[src/rtl/mnsl_pkg.sv]
// ----------------------------------------------------------------------------
// mnsl_pkg
// Shared types and constants of the nearest seed label block: payload
// structs of both channels, field widths, mode codes and register map.
// ----------------------------------------------------------------------------
package mnsl_pkg;

  // field widths
  localparam int COORD_W  = 10;
  localparam int SLOT_W   = 6;
  localparam int LABEL_W  = 7;
  localparam int DIST_W   = 11;
  localparam int SEED_W   = 2 * COORD_W;
  localparam int CNT_REG_W = 7;

  // mode codes of an input item
  localparam logic MODE_LOAD  = 1'b0;
  localparam logic MODE_QUERY = 1'b1;

  // register map: word index taken from paddr[2]
  localparam logic REG_SEED_COUNT = 1'b0;
  localparam logic [CNT_REG_W-1:0] SEED_COUNT_RESET = 7'd50;

  typedef struct packed {
    logic               mode;
    logic [SLOT_W-1:0]  seed_index;
    logic [COORD_W-1:0] coord_x;
    logic [COORD_W-1:0] coord_y;
  } in_item_t;

  typedef struct packed {
    logic [LABEL_W-1:0] label;
    logic [DIST_W-1:0]  min_distance;
  } out_item_t;

endpackage

[src/rtl/mnsl_seed_mem.sv]
// ----------------------------------------------------------------------------
// mnsl_seed_mem
// Seed table: one write port, one read port with registered read data.
// ----------------------------------------------------------------------------
module mnsl_seed_mem #(
  parameter int DEPTH = 64,
  parameter int AW    = 6,
  parameter int DW    = 20
) (
  input  logic          clk,
  input  logic          wr_en,
  input  logic [AW-1:0] wr_addr,
  input  logic [DW-1:0] wr_data,
  input  logic          rd_en,
  input  logic [AW-1:0] rd_addr,
  output logic [DW-1:0] rd_data
);

  logic [DW-1:0] mem [DEPTH];
  logic [DW-1:0] rd_data_r;

  // write port
  always_ff @(posedge clk) begin
    if (wr_en) begin
      mem[wr_addr] <= wr_data;
    end
  end

  // registered read port
  always_ff @(posedge clk) begin
    if (rd_en) begin
      rd_data_r <= mem[rd_addr];
    end
  end

  assign rd_data = rd_data_r;

endmodule

[src/rtl/mnsl_dist_unit.sv]
// ----------------------------------------------------------------------------
// mnsl_dist_unit
// Shared distance unit: Manhattan distance between the query point and
// the seed read from the table in this cycle.
// ----------------------------------------------------------------------------
module mnsl_dist_unit
  import mnsl_pkg::*;
(
  input  logic [COORD_W-1:0] qx,
  input  logic [COORD_W-1:0] qy,
  input  logic [COORD_W-1:0] sx,
  input  logic [COORD_W-1:0] sy,
  output logic [DIST_W-1:0]  seed_dist
);

  logic [COORD_W-1:0] dx;
  logic [COORD_W-1:0] dy;

  // absolute differences per axis
  assign dx = (qx > sx) ? (qx - sx) : (sx - qx);
  assign dy = (qy > sy) ? (qy - sy) : (sy - qy);

  // sum with one carry bit
  assign seed_dist = DIST_W'(dx) + DIST_W'(dy);

endmodule

[src/rtl/mnsl_scan_ctrl.sv]
// ----------------------------------------------------------------------------
// mnsl_scan_ctrl
// Sequencer of the block: writes seeds on load items and, on a query,
// walks the table one entry a cycle through the shared distance unit,
// keeping the running minimum, its label and a uniqueness flag.
// ----------------------------------------------------------------------------
module mnsl_scan_ctrl
  import mnsl_pkg::*;
#(
  parameter int MAX_SEEDS = 64,
  parameter int IDX_W     = 6,
  parameter int CNT_W     = 7
) (
  input  logic                 clk,
  input  logic                 rst_n,
  input  logic                 start,
  output logic                 busy,
  input  in_item_t             in_data,
  input  logic [CNT_REG_W-1:0] seed_count,
  output logic                 wr_en,
  output logic [IDX_W-1:0]     wr_addr,
  output logic [SEED_W-1:0]    wr_data,
  output logic                 rd_en,
  output logic [IDX_W-1:0]     rd_addr,
  input  logic [SEED_W-1:0]    rd_data,
  output logic                 out_valid,
  output out_item_t            out_data
);

  localparam logic [1:0] ST_IDLE = 2'd0;
  localparam logic [1:0] ST_SCAN = 2'd1;
  localparam logic [1:0] ST_DONE = 2'd2;

  logic [1:0]         state_r, state_nxt;
  logic [CNT_W-1:0]   iss_r, iss_nxt;
  logic [CNT_W-1:0]   count_r, count_nxt;
  logic               rvld_r, rvld_nxt;
  logic               rlast_r, rlast_nxt;
  logic [IDX_W-1:0]   ridx_r, ridx_nxt;
  logic [COORD_W-1:0] qx_r, qx_nxt;
  logic [COORD_W-1:0] qy_r, qy_nxt;
  logic [DIST_W-1:0]  best_r, best_nxt;
  logic [LABEL_W-1:0] label_r, label_nxt;
  logic               uniq_r, uniq_nxt;

  logic               accept;
  logic [CNT_W-1:0]   cnt_sat;
  logic [DIST_W-1:0]  seed_dist;

  assign accept = start && !busy;
  assign busy   = (state_r != ST_IDLE);

  // clamp the programmed count to the table depth
  assign cnt_sat = (32'(seed_count) > MAX_SEEDS) ? CNT_W'(MAX_SEEDS) : CNT_W'(seed_count);

  // load path: slots past the table are dropped
  assign wr_en   = accept && (in_data.mode == MODE_LOAD) &&
                   (32'(in_data.seed_index) < MAX_SEEDS);
  assign wr_addr = IDX_W'(in_data.seed_index);
  assign wr_data = {in_data.coord_y, in_data.coord_x};

  // read issue for the scan
  assign rd_en   = (state_r == ST_SCAN) && (iss_r < count_r);
  assign rd_addr = iss_r[IDX_W-1:0];

  mnsl_dist_unit u_dist (
    .qx        (qx_r),
    .qy        (qy_r),
    .sx        (rd_data[COORD_W-1:0]),
    .sy        (rd_data[SEED_W-1:COORD_W]),
    .seed_dist (seed_dist)
  );

  // sequencer
  always_comb begin
    state_nxt = state_r;
    iss_nxt   = iss_r;
    count_nxt = count_r;
    rvld_nxt  = 1'b0;
    rlast_nxt = rlast_r;
    ridx_nxt  = ridx_r;
    qx_nxt    = qx_r;
    qy_nxt    = qy_r;
    best_nxt  = best_r;
    label_nxt = label_r;
    uniq_nxt  = uniq_r;
    unique case (state_r)
      ST_IDLE: begin
        if (accept && (in_data.mode == MODE_QUERY)) begin
          qx_nxt    = in_data.coord_x;
          qy_nxt    = in_data.coord_y;
          count_nxt = cnt_sat;
          iss_nxt   = '0;
          if (cnt_sat == '0) begin
            // empty scan gives label 0 and distance 0
            best_nxt  = '0;
            label_nxt = '0;
            uniq_nxt  = 1'b0;
            state_nxt = ST_DONE;
          end else begin
            state_nxt = ST_SCAN;
          end
        end
      end
      ST_SCAN: begin
        // issue side
        if (rd_en) begin
          rvld_nxt  = 1'b1;
          ridx_nxt  = iss_r[IDX_W-1:0];
          rlast_nxt = (iss_r == count_r - CNT_W'(1));
          iss_nxt   = iss_r + CNT_W'(1);
        end
        // compare side
        if (rvld_r) begin
          if ((ridx_r == '0) || (seed_dist < best_r)) begin
            best_nxt  = seed_dist;
            label_nxt = LABEL_W'(32'(ridx_r) + 1);
            uniq_nxt  = 1'b1;
          end else if (seed_dist == best_r) begin
            uniq_nxt  = 1'b0;
          end
          if (rlast_r) begin
            state_nxt = ST_DONE;
          end
        end
      end
      ST_DONE: begin
        state_nxt = ST_IDLE;
      end
      default: begin
        state_nxt = ST_IDLE;
      end
    endcase
  end

  // control registers
  always_ff @(posedge clk) begin
    if (!rst_n) begin
      state_r <= ST_IDLE;
      rvld_r  <= 1'b0;
    end else begin
      state_r <= state_nxt;
      rvld_r  <= rvld_nxt;
    end
  end

  // datapath registers
  always_ff @(posedge clk) begin
    iss_r   <= iss_nxt;
    count_r <= count_nxt;
    rlast_r <= rlast_nxt;
    ridx_r  <= ridx_nxt;
    qx_r    <= qx_nxt;
    qy_r    <= qy_nxt;
    best_r  <= best_nxt;
    label_r <= label_nxt;
    uniq_r  <= uniq_nxt;
  end

  // result strobe
  assign out_valid             = (state_r == ST_DONE);
  assign out_data.label        = uniq_r ? label_r : '0;
  assign out_data.min_distance = best_r;

endmodule

[src/rtl/manhattan_nearest_seed_label.sv]
// ----------------------------------------------------------------------------
// manhattan_nearest_seed_label
// Seed table with nearest seed search by Manhattan distance.
// ----------------------------------------------------------------------------
// Usage:
//   Input channel: an item transfers when start is high and busy is low.
//   A load item (mode 0) writes its point into slot seed_index in the
//   transfer cycle and gives no result; busy stays low, so another item
//   may follow in the next cycle.
//   A query item (mode 1) raises busy. The sequencer reads one table entry
//   a cycle from the seed memory and feeds it through the single distance
//   unit; seed_count is clamped to MAX_SEEDS, so entries above MAX_SEEDS
//   are not scanned. The memory read port sets the rate: one seed a cycle.
//   Result channel: out_valid is high for exactly one cycle with out_data;
//   the receiver must take it then. busy falls in the following cycle.
//   Config: APB register 0 (byte 0) holds seed_count, reset value 50.
//   Reset clears the sequencer and the register; the table is not
//   cleared, and a query must only scan slots that were loaded.
// ----------------------------------------------------------------------------
module manhattan_nearest_seed_label
  import mnsl_pkg::*;
#(
  parameter int MAX_SEEDS = 64
) (
  input  logic        clk,
  input  logic        rst_n,
  input  logic        start,
  output logic        busy,
  input  in_item_t    in_data,
  output logic        out_valid,
  output out_item_t   out_data,
  input  logic        psel,
  input  logic        penable,
  input  logic        pwrite,
  input  logic [2:0]  paddr,
  input  logic [31:0] pwdata,
  output logic [31:0] prdata,
  output logic        pready
);

  localparam int IDX_W = $clog2(MAX_SEEDS);
  localparam int CNT_W = $clog2(MAX_SEEDS + 1);

  logic [CNT_REG_W-1:0] seed_count_r;
  logic                 wr_en;
  logic [IDX_W-1:0]     wr_addr;
  logic [SEED_W-1:0]    wr_data;
  logic                 rd_en;
  logic [IDX_W-1:0]     rd_addr;
  logic [SEED_W-1:0]    rd_data;

  // apb register file
  assign pready = 1'b1;

  always_ff @(posedge clk) begin
    if (!rst_n) begin
      seed_count_r <= SEED_COUNT_RESET;
    end else if (psel && penable && pwrite && pready && (paddr[2] == REG_SEED_COUNT)) begin
      seed_count_r <= pwdata[CNT_REG_W-1:0];
    end
  end

  assign prdata = (paddr[2] == REG_SEED_COUNT) ? 32'(seed_count_r) : 32'd0;

  mnsl_seed_mem #(
    .DEPTH (MAX_SEEDS),
    .AW    (IDX_W),
    .DW    (SEED_W)
  ) u_mem (
    .clk     (clk),
    .wr_en   (wr_en),
    .wr_addr (wr_addr),
    .wr_data (wr_data),
    .rd_en   (rd_en),
    .rd_addr (rd_addr),
    .rd_data (rd_data)
  );

  mnsl_scan_ctrl #(
    .MAX_SEEDS (MAX_SEEDS),
    .IDX_W     (IDX_W),
    .CNT_W     (CNT_W)
  ) u_ctrl (
    .clk        (clk),
    .rst_n      (rst_n),
    .start      (start),
    .busy       (busy),
    .in_data    (in_data),
    .seed_count (seed_count_r),
    .wr_en      (wr_en),
    .wr_addr    (wr_addr),
    .wr_data    (wr_data),
    .rd_en      (rd_en),
    .rd_addr    (rd_addr),
    .rd_data    (rd_data),
    .out_valid  (out_valid),
    .out_data   (out_data)
  );

endmodule

[config.mk]
export PLATFORM = sky130hd
export DESIGN_NAME = manhattan_nearest_seed_label
export DESIGN_NICKNAME = d
export VERILOG_FILES = /design/src/rtl/mnsl_pkg.sv /design/src/rtl/mnsl_seed_mem.sv /design/src/rtl/mnsl_dist_unit.sv /design/src/rtl/mnsl_scan_ctrl.sv /design/src/rtl/manhattan_nearest_seed_label.sv
export SDC_FILE = /design/constraint.sdc
export NUM_CORES = 2
export LEC_CHECK = 0
export BUFFER_PORTS_ARGS = -buffer_cell sky130_fd_sc_hd__buf_2
export CELL_PAD_IN_SITES_DETAIL_PLACEMENT = 1
export CELL_PAD_IN_SITES_GLOBAL_PLACEMENT = 2
export CORE_ASPECT_RATIO = 0.9
export CORE_MARGIN = 4
export CORE_UTILIZATION = 50
export DETAILED_ROUTE_END_ITERATION = 12
export GPL_TIMING_DRIVEN = 0
export PLACE_DENSITY = 0.9
export SLEW_MARGIN = 10
export SYNTH_ARGS = -nofsm -noshare
export SYNTH_HDL_FRONTEND = slang
export SYNTH_HIERARCHICAL = 1
export SYNTH_SLANG_ARGS = --single-unit
[constraint.sdc]
create_clock -name clk -period 16.05 [get_ports clk]
set_input_delay 1.605 -clock clk [delete_from_list [all_inputs] [get_ports clk]]
set_output_delay 1.605 -clock clk [all_outputs]
set_load 0.03 [all_outputs]
Word-level counts from Yosys, hierarchy flattened
Memories as Yosys holds them, arrays and structs flattened. A register that Yosys moved wholly into a read port is not among the register bits.
Cells that the tools add are included.
- RAM bits: 1280
- register bits: 70
- input port bits: 68
- bits in latches: 0
- ROM bits: 0
- memories: 1
- $add $sub $neg: 8
- mux-type cells: 32
- shift-type cells: 0
- divide/modulo/power cells: 0
- equal/unequal tests: 11
- bitwise gates (word level): 2
- multiply operators: 0
- $lt $le $gt $ge: 5
- reduce and logical (&&, ||, !) cells: 21
- memories (memory ; words ; width ; read ports ; clocked after Yosys merged registers in ; write ports ; RTL line ; source):
    u_mem.mem ; 64 ; 20 ; 1 ; 1 ; 1 ; mnsl_seed_mem.sv:19 ; logic [DW-1:0] mem [DEPTH];
- operator list (kind ; count):
    2-to-1 mux 7 bit ; 9
    2-to-1 mux 11 bit ; 4
    subtractor 10 bit ; 4
    case mux 7 bit (2 select lines) ; 2
    case mux 11 bit (2 select lines) ; 1
    > comparator 10 bit ; 2
    2-to-1 mux 10 bit ; 2
    adder 10 x 10 -> 11 bit ; 1
    == test 11 bit ; 1
    less-than comparator 11 bit ; 1
    AND reduction 5 bit ; 2
    2-to-1 mux 1 bit ; 8
    2-to-1 mux 2 bit ; 4
    inequality test 2 x 1 -> 1 bit (second input constant) ; 4
    adder 6 x 1 -> 7 bit (second input constant) ; 1
    adder 7 x 1 -> 7 bit (second input constant) ; 1
    == test 7 bit ; 1
    > comparator 7 bit (second input constant) ; 1
    logical AND 1 bit ; 7
    logical NOT 7 bit ; 1
    less-than comparator 7 bit ; 1
    subtractor 7 x 1 -> 7 bit (second input constant) ; 1
    logical NOT 6 bit ; 1
    AND reduction 2 bit ; 3
    12 further kinds ; 16

Logic depth before layout (Yosys ltp)
- depth after elaboration: 8
- gate-level depth with buffers: 23
- gate-level depth less buffers: 23

Hierarchy
Netlist, hierarchy kept.
- modules (own cells, without submodules) (module ; cells an instance ; area each (sq um) ; times used):
    mnsl_seed_mem ; 2243 ; 49695.2 ; 1
    mnsl_scan_ctrl ; 282 ; 3300.7 ; 1
    mnsl_dist_unit ; 288 ; 2158.3 ; 1
    manhattan_nearest_seed_label ; 66 ; 566.8 ; 1

Worst setup path after synthesis
Ideal clock, no wire load.
- kind: reg2reg
- from: register u_ctrl.qy_r[0]
- to: register u_ctrl.best_r[0] (enable)
- required time: 15.651 ns
- cell stages (with the launch flop): 23
- arrival: 5.437 ns
- buffers on the path: 0
- setup slack: 10.214 ns
- cell sequence: edfxtp_1 > inv_1 > ha_1 > inv_1 > fa_1 > a21o_1 > a221o_1 > a2111oi_4 > nor2_4 > mux2_4 > ha_1 > a21o_1 > a21oi_1 > o21ai_0 > a21oi_1 > or4b_2 > nand4_1 > ha_1 > nand2_1 > nor2_1 > a211oi_1 > o21ai_0 > a21oi_1
- longest elaborated chain between the ends: 7
- elaborated cells on any way between the ends: 9
- those cells by class: 3 x add/sub; 2 x order compare; 1 x eq/ne; 1 x mux; 2 x reduce/logical
- RTL lines (element ; RTL line ; source):
    from (decl) ; mnsl_scan_ctrl.sv:41 ; logic [COORD_W-1:0] qy_r, qy_nxt;
    from (signal assigned) ; mnsl_scan_ctrl.sv:154 ; qy_r <= qy_nxt;
    subtractor 10 bit / > comparator 10 bit (equally long branches) ; mnsl_dist_unit.sv:21 ; assign dy = (qy > sy) ? (qy - sy) : (sy - qy);
    2-to-1 mux 10 bit (*) ; mnsl_dist_unit.sv:21 ;
    adder 10 x 10 -> 11 bit (*) ; mnsl_dist_unit.sv:24 ; assign seed_dist = DIST_W'(dx) + DIST_W'(dy);
    net u_ctrl.seed_dist[9] ; mnsl_scan_ctrl.sv:48 ; logic [DIST_W-1:0] seed_dist;
    less-than comparator 11 bit (*) ; mnsl_scan_ctrl.sv:115 ; if ((ridx_r == '0) || (seed_dist < best_r)) begin
    logical OR 1 bit (*) ; mnsl_scan_ctrl.sv:115 ;
    inequality test 2 bit (no line) (*) ; -- ;
    AND reduction 5 bit (no line) (*) ; -- ;
    to (signal assigned) ; mnsl_scan_ctrl.sv:155 ; best_r <= best_nxt;
    to (decl) ; mnsl_scan_ctrl.sv:42 ; logic [DIST_W-1:0] best_r, best_nxt;
Mark *: on every way through the listed nets, which the timed path passes. The rest lies on a longest branch.
A chain may end at the register's enable or synchronous reset.

Final worst setup path
- from: register u_ctrl.qy_r[0]
- to: register u_ctrl.best_r[10] (enable)
The elaborated chain is that of the path after synthesis.

==> run metrics <==
Max-cap violations=0; CP dominant cell by count=ha_1; Final Critical Period=6.237 ns; CP delay by family, top=compound AO/OA/AOI/OAI gates; gr ovfl total=0; postcts setup bufs=0; CP Buf/Inv Count=3; FF+latch count, synth=1370; Finished Layout Cells=4736; initial drt markers=4865; status=finished clean; Max FO, Critical Path=10; core footprint=109900 um2; antenna viol nets, final=0; H-tree Lvls=4; Least-Margin Pin Slew=1.286 ns; Cells after Synth=2879; Max stage delay on crit path=0.62 ns; GRT Total Usage=27.37%; clk sinks=1370; largest net degree at the start of global routing=65; maximum clock rate=160.3 MHz; CTS root buf=clkbuf_16; Die Span Y=324.7 um; FF-to-FF setup slack=9.81 ns; Worst Clk Skew=0.02917 ns; Final period util=38.86%; placed insts=4478; cts bufs inserted=139; Critical Path RT=16.49 ns; WP data arrival=6.68 ns; Synth Flop Type=edfxtp_1; vias in the first global route=31760; Worst-Skew Late Latency=0.76 ns; hold buffer count at cts=0; Setup violations, final=0; first-pass GRT wire length=230800 um; Sum Neg Setup Slack=0 ns; Layout area overhead=13.84%; nets@finish=3300; Crit-path slowest cell=or4b_2; Comb power frac=9.7%; Post-Syn Area=55720 um2; Initial Utilization=50.69%; crit-path cells=inv_1, ha_1, inv_1, fa_1, a21o_1, a221o_1, a2111oi_4, nor2_4, mux2_4, ha_1, a21o_1, a21oi_1, o21ai_0, a21oi_1, or4b_2, nand4_1, ha_1, nand2_1, nor2_1, a211oi_1, o21ai_0, a21oi_2, buf_6; clock network fraction of total power=40.4%; RSZ-0062 raised after global routing=no; Rel. slew slack=13.56%; Bufs on Longest Clock Path=3; Crit. End Element=flop; DIE AREA=116900 um2; Hold Path Class=flop to flop; CTS tree=built; GP Congestion=0.8831; switching pwr=1894 uW; Switching Share=23.84%; fraction of layout cells with a size suffix above 1=24.51%; pwr dens=125.2 nW/um2; Slew Limit Fails=0; yosys warns=6; WS Path Type=flop to flop; width of the die=359.9 um; drt drc=0; first-pass iteration count of the detailed router=5; distinct cell type count after synthesis=73; post-CTS sizing=0; sequential fraction of the synthesis area=73.65%; Reg power frac=49.9%; worst vdd ir=123.2 uV; Clock Pin Slew Worst Setup and Hold Paths=0.06 ns; Leakage Power=0.02108 uW; final hold vios=0; initial antenna violation count=13; IO buf count=61; Post-synth EDFFs=1360; routed vias/inst=6.478; routed wire length=161400 um; WL/cell=34.08 um; # IOs=121; standard-cell rows=115; DR vias=30680; DP Wirelength=101400 um; Syn Area/Cell=19.35 um2; Post-synth ARST share=0%; CP Launch Type=flop; Int Power=6050 uW
[worst reg2reg max path: stages, from the launching register on]
cell,delay (ns)
edfxtp_1,0.39
inv_1,0.08
ha_1,0.14
inv_1,0.06
fa_1,0.39
a21o_1,0.19
a221o_1,0.39
a2111oi_4,0.45
nor2_4,0.15
mux2_4,0.35
ha_1,0.28
a21o_1,0.11
a21oi_1,0.09
o21ai_0,0.22
a21oi_1,0.17
or4b_2,0.62
nand4_1,0.11
ha_1,0.25
nand2_1,0.08
nor2_1,0.04
a211oi_1,0.51
o21ai_0,0.21
a21oi_2,0.44
buf_6,0.23
[cell usage in the layout (no fill, tap or decap), types with 35 or more instances in the layout]
master / count
mux2i_1: 203
buf_8: 40
edfxtp_1: 1360
inv_1: 78
clkbuf_1: 88
buf_2: 113
nor2_1: 35
a31oi_1: 38
a21oi_1: 41
o21ai_0: 49
ha_1: 70
clkinv_1: 41
mux4_2: 264
clkbuf_16: 143
o22ai_1: 53
nor2_2: 47
nand2_1: 42
buf_4: 82
a22oi_1: 64
[final timing paths]
| kind | end | startpoint | depth (start not counted) |
|---|---|---|---|
| setup reg to reg | u_ctrl/best_r[10] | u_ctrl/qy_r[0] | 23 |
| setup / recovery | u_ctrl/best_r[10] | u_ctrl/qy_r[0] | 23 |
| hold reg to reg | seed_count_r[3] | seed_count_r[3] | 2 |
| hold / removal | seed_count_r[3] | seed_count_r[3] | 2 |
[cell type report]
type | instances | area [um2]
Sequential cell | 1370 | 41040
Tap cell | 1462 | 1829
Antenna cell | 2 | 5.005
Timing Repair Buffer | 113 | 1070
Clock inverter | 84 | 777.0
Clock buffer | 172 | 3687
Multi-Input combinational cell | 1249 | 13530
Fill cell | 9573 | 46500
Buffer | 204 | 1196
Inverter | 80 | 300.3
[flip-flops by register name, indices dropped and copies added, names as in the netlist]
register        cells
seed_count_r        7
u_ctrl/best_r      11
u_ctrl/count_r      7
u_ctrl/iss_r        7
u_ctrl/label_r      7
u_ctrl/qx_r        10
u_ctrl/qy_r        10
u_ctrl/ridx_r       6
u_ctrl/rlast_r      1
u_ctrl/rvld_r       1
u_ctrl/state_r      2
u_ctrl/uniq_r       1
u_mem/mem        1280
u_mem/rd_data      20
[metal layers]
layer	GRT usage (%)	vias to the layer above	part of all wire, %
li1	-	12160	-
met3	7.395	357	13
met1	36.70	15810	36
met4	10.62	2	4.0
met2	43.24	2352	47
met5	0	-	0.0093
[cell families (layout without fill, tap and decap cells)]
| logic type | count (synthesis) | count (layout) | synth area share, % |
|---|---|---|---|
| xor+xnor | 40 | 40 | 0.6422 |
| mux | 475 | 475 | 14.49 |
| simple gates | 294 | 294 | 2.710 |
| flops | 1370 | 1370 | 73.65 |
| fa+ha+maj | 75 | 75 | 1.751 |
| compound gates | 339 | 339 | 4.062 |
| other cells | 2 | 28 | 0.01348 |
| buf+inv | 284 | 653 | 2.683 |
[power by group through the flow]
| stage | Combinational, uW | Clock [uW] | Sequential (uW) |
|---|---|---|---|
| after floorplan | 483 | 0 | 4040 |
| after global placement | 703 | 0 | 4040 |
| after detailed placement | 741 | 0 | 4040 |
| after CTS | 755 | 3240 | 3970 |
| after global routing | 816 | 3410 | 3970 |
| final | 769 | 3210 | 3970 |
[cell usage after synthesis (all sizes together) (4+ instances only)]
cell type	n	area, um2
edfxtp	1360	40840
mux4	264	5946
mux2i	203	2032
buf	145	973.4
nor2	100	390.4
inv	80	300.3
ha	70	875.8
a22oi	64	480.5
clkbuf	59	221.5
o22ai	53	331.6
o21ai	51	255.3
a21oi	42	210.2
nand2	42	157.7
a31oi	39	259.0
a21o	34	256.5
nor2b	25	156.4
nand3	24	120.1
xor2	23	201.4
and2	21	131.4
and3	21	132.6
xnor2	17	156.4
o31ai	16	120.1
nor3	15	75.07
dfxtp	10	200.2
mux2	8	93.84
and2b	7	61.31
nand2b	7	43.79
nand4	7	43.79
a211oi	6	45.04
nand3b	6	45.04
o21a	6	45.04
fa	5	100.1
a2111oi	4	53.81
[metrics by stage]
step	hold slack, ns	area [um2]	util, %	setup WS (ns)	power, uW
2_1_floorplan	0.4524	55810	-	10.21	4520
3_3_place_gp	0.4833	57950	52.71	9.293	4745
3_5_place_dp	0.5116	58960	53.64	9.778	4785
4_1_cts	0.5222	63430	57.70	9.776	7960
5_1_grt	0.5508	63430	57.70	9.353	8193
6_report	0.5128	63430	57.70	9.813	7943
(Power assumes the default switching activity.)
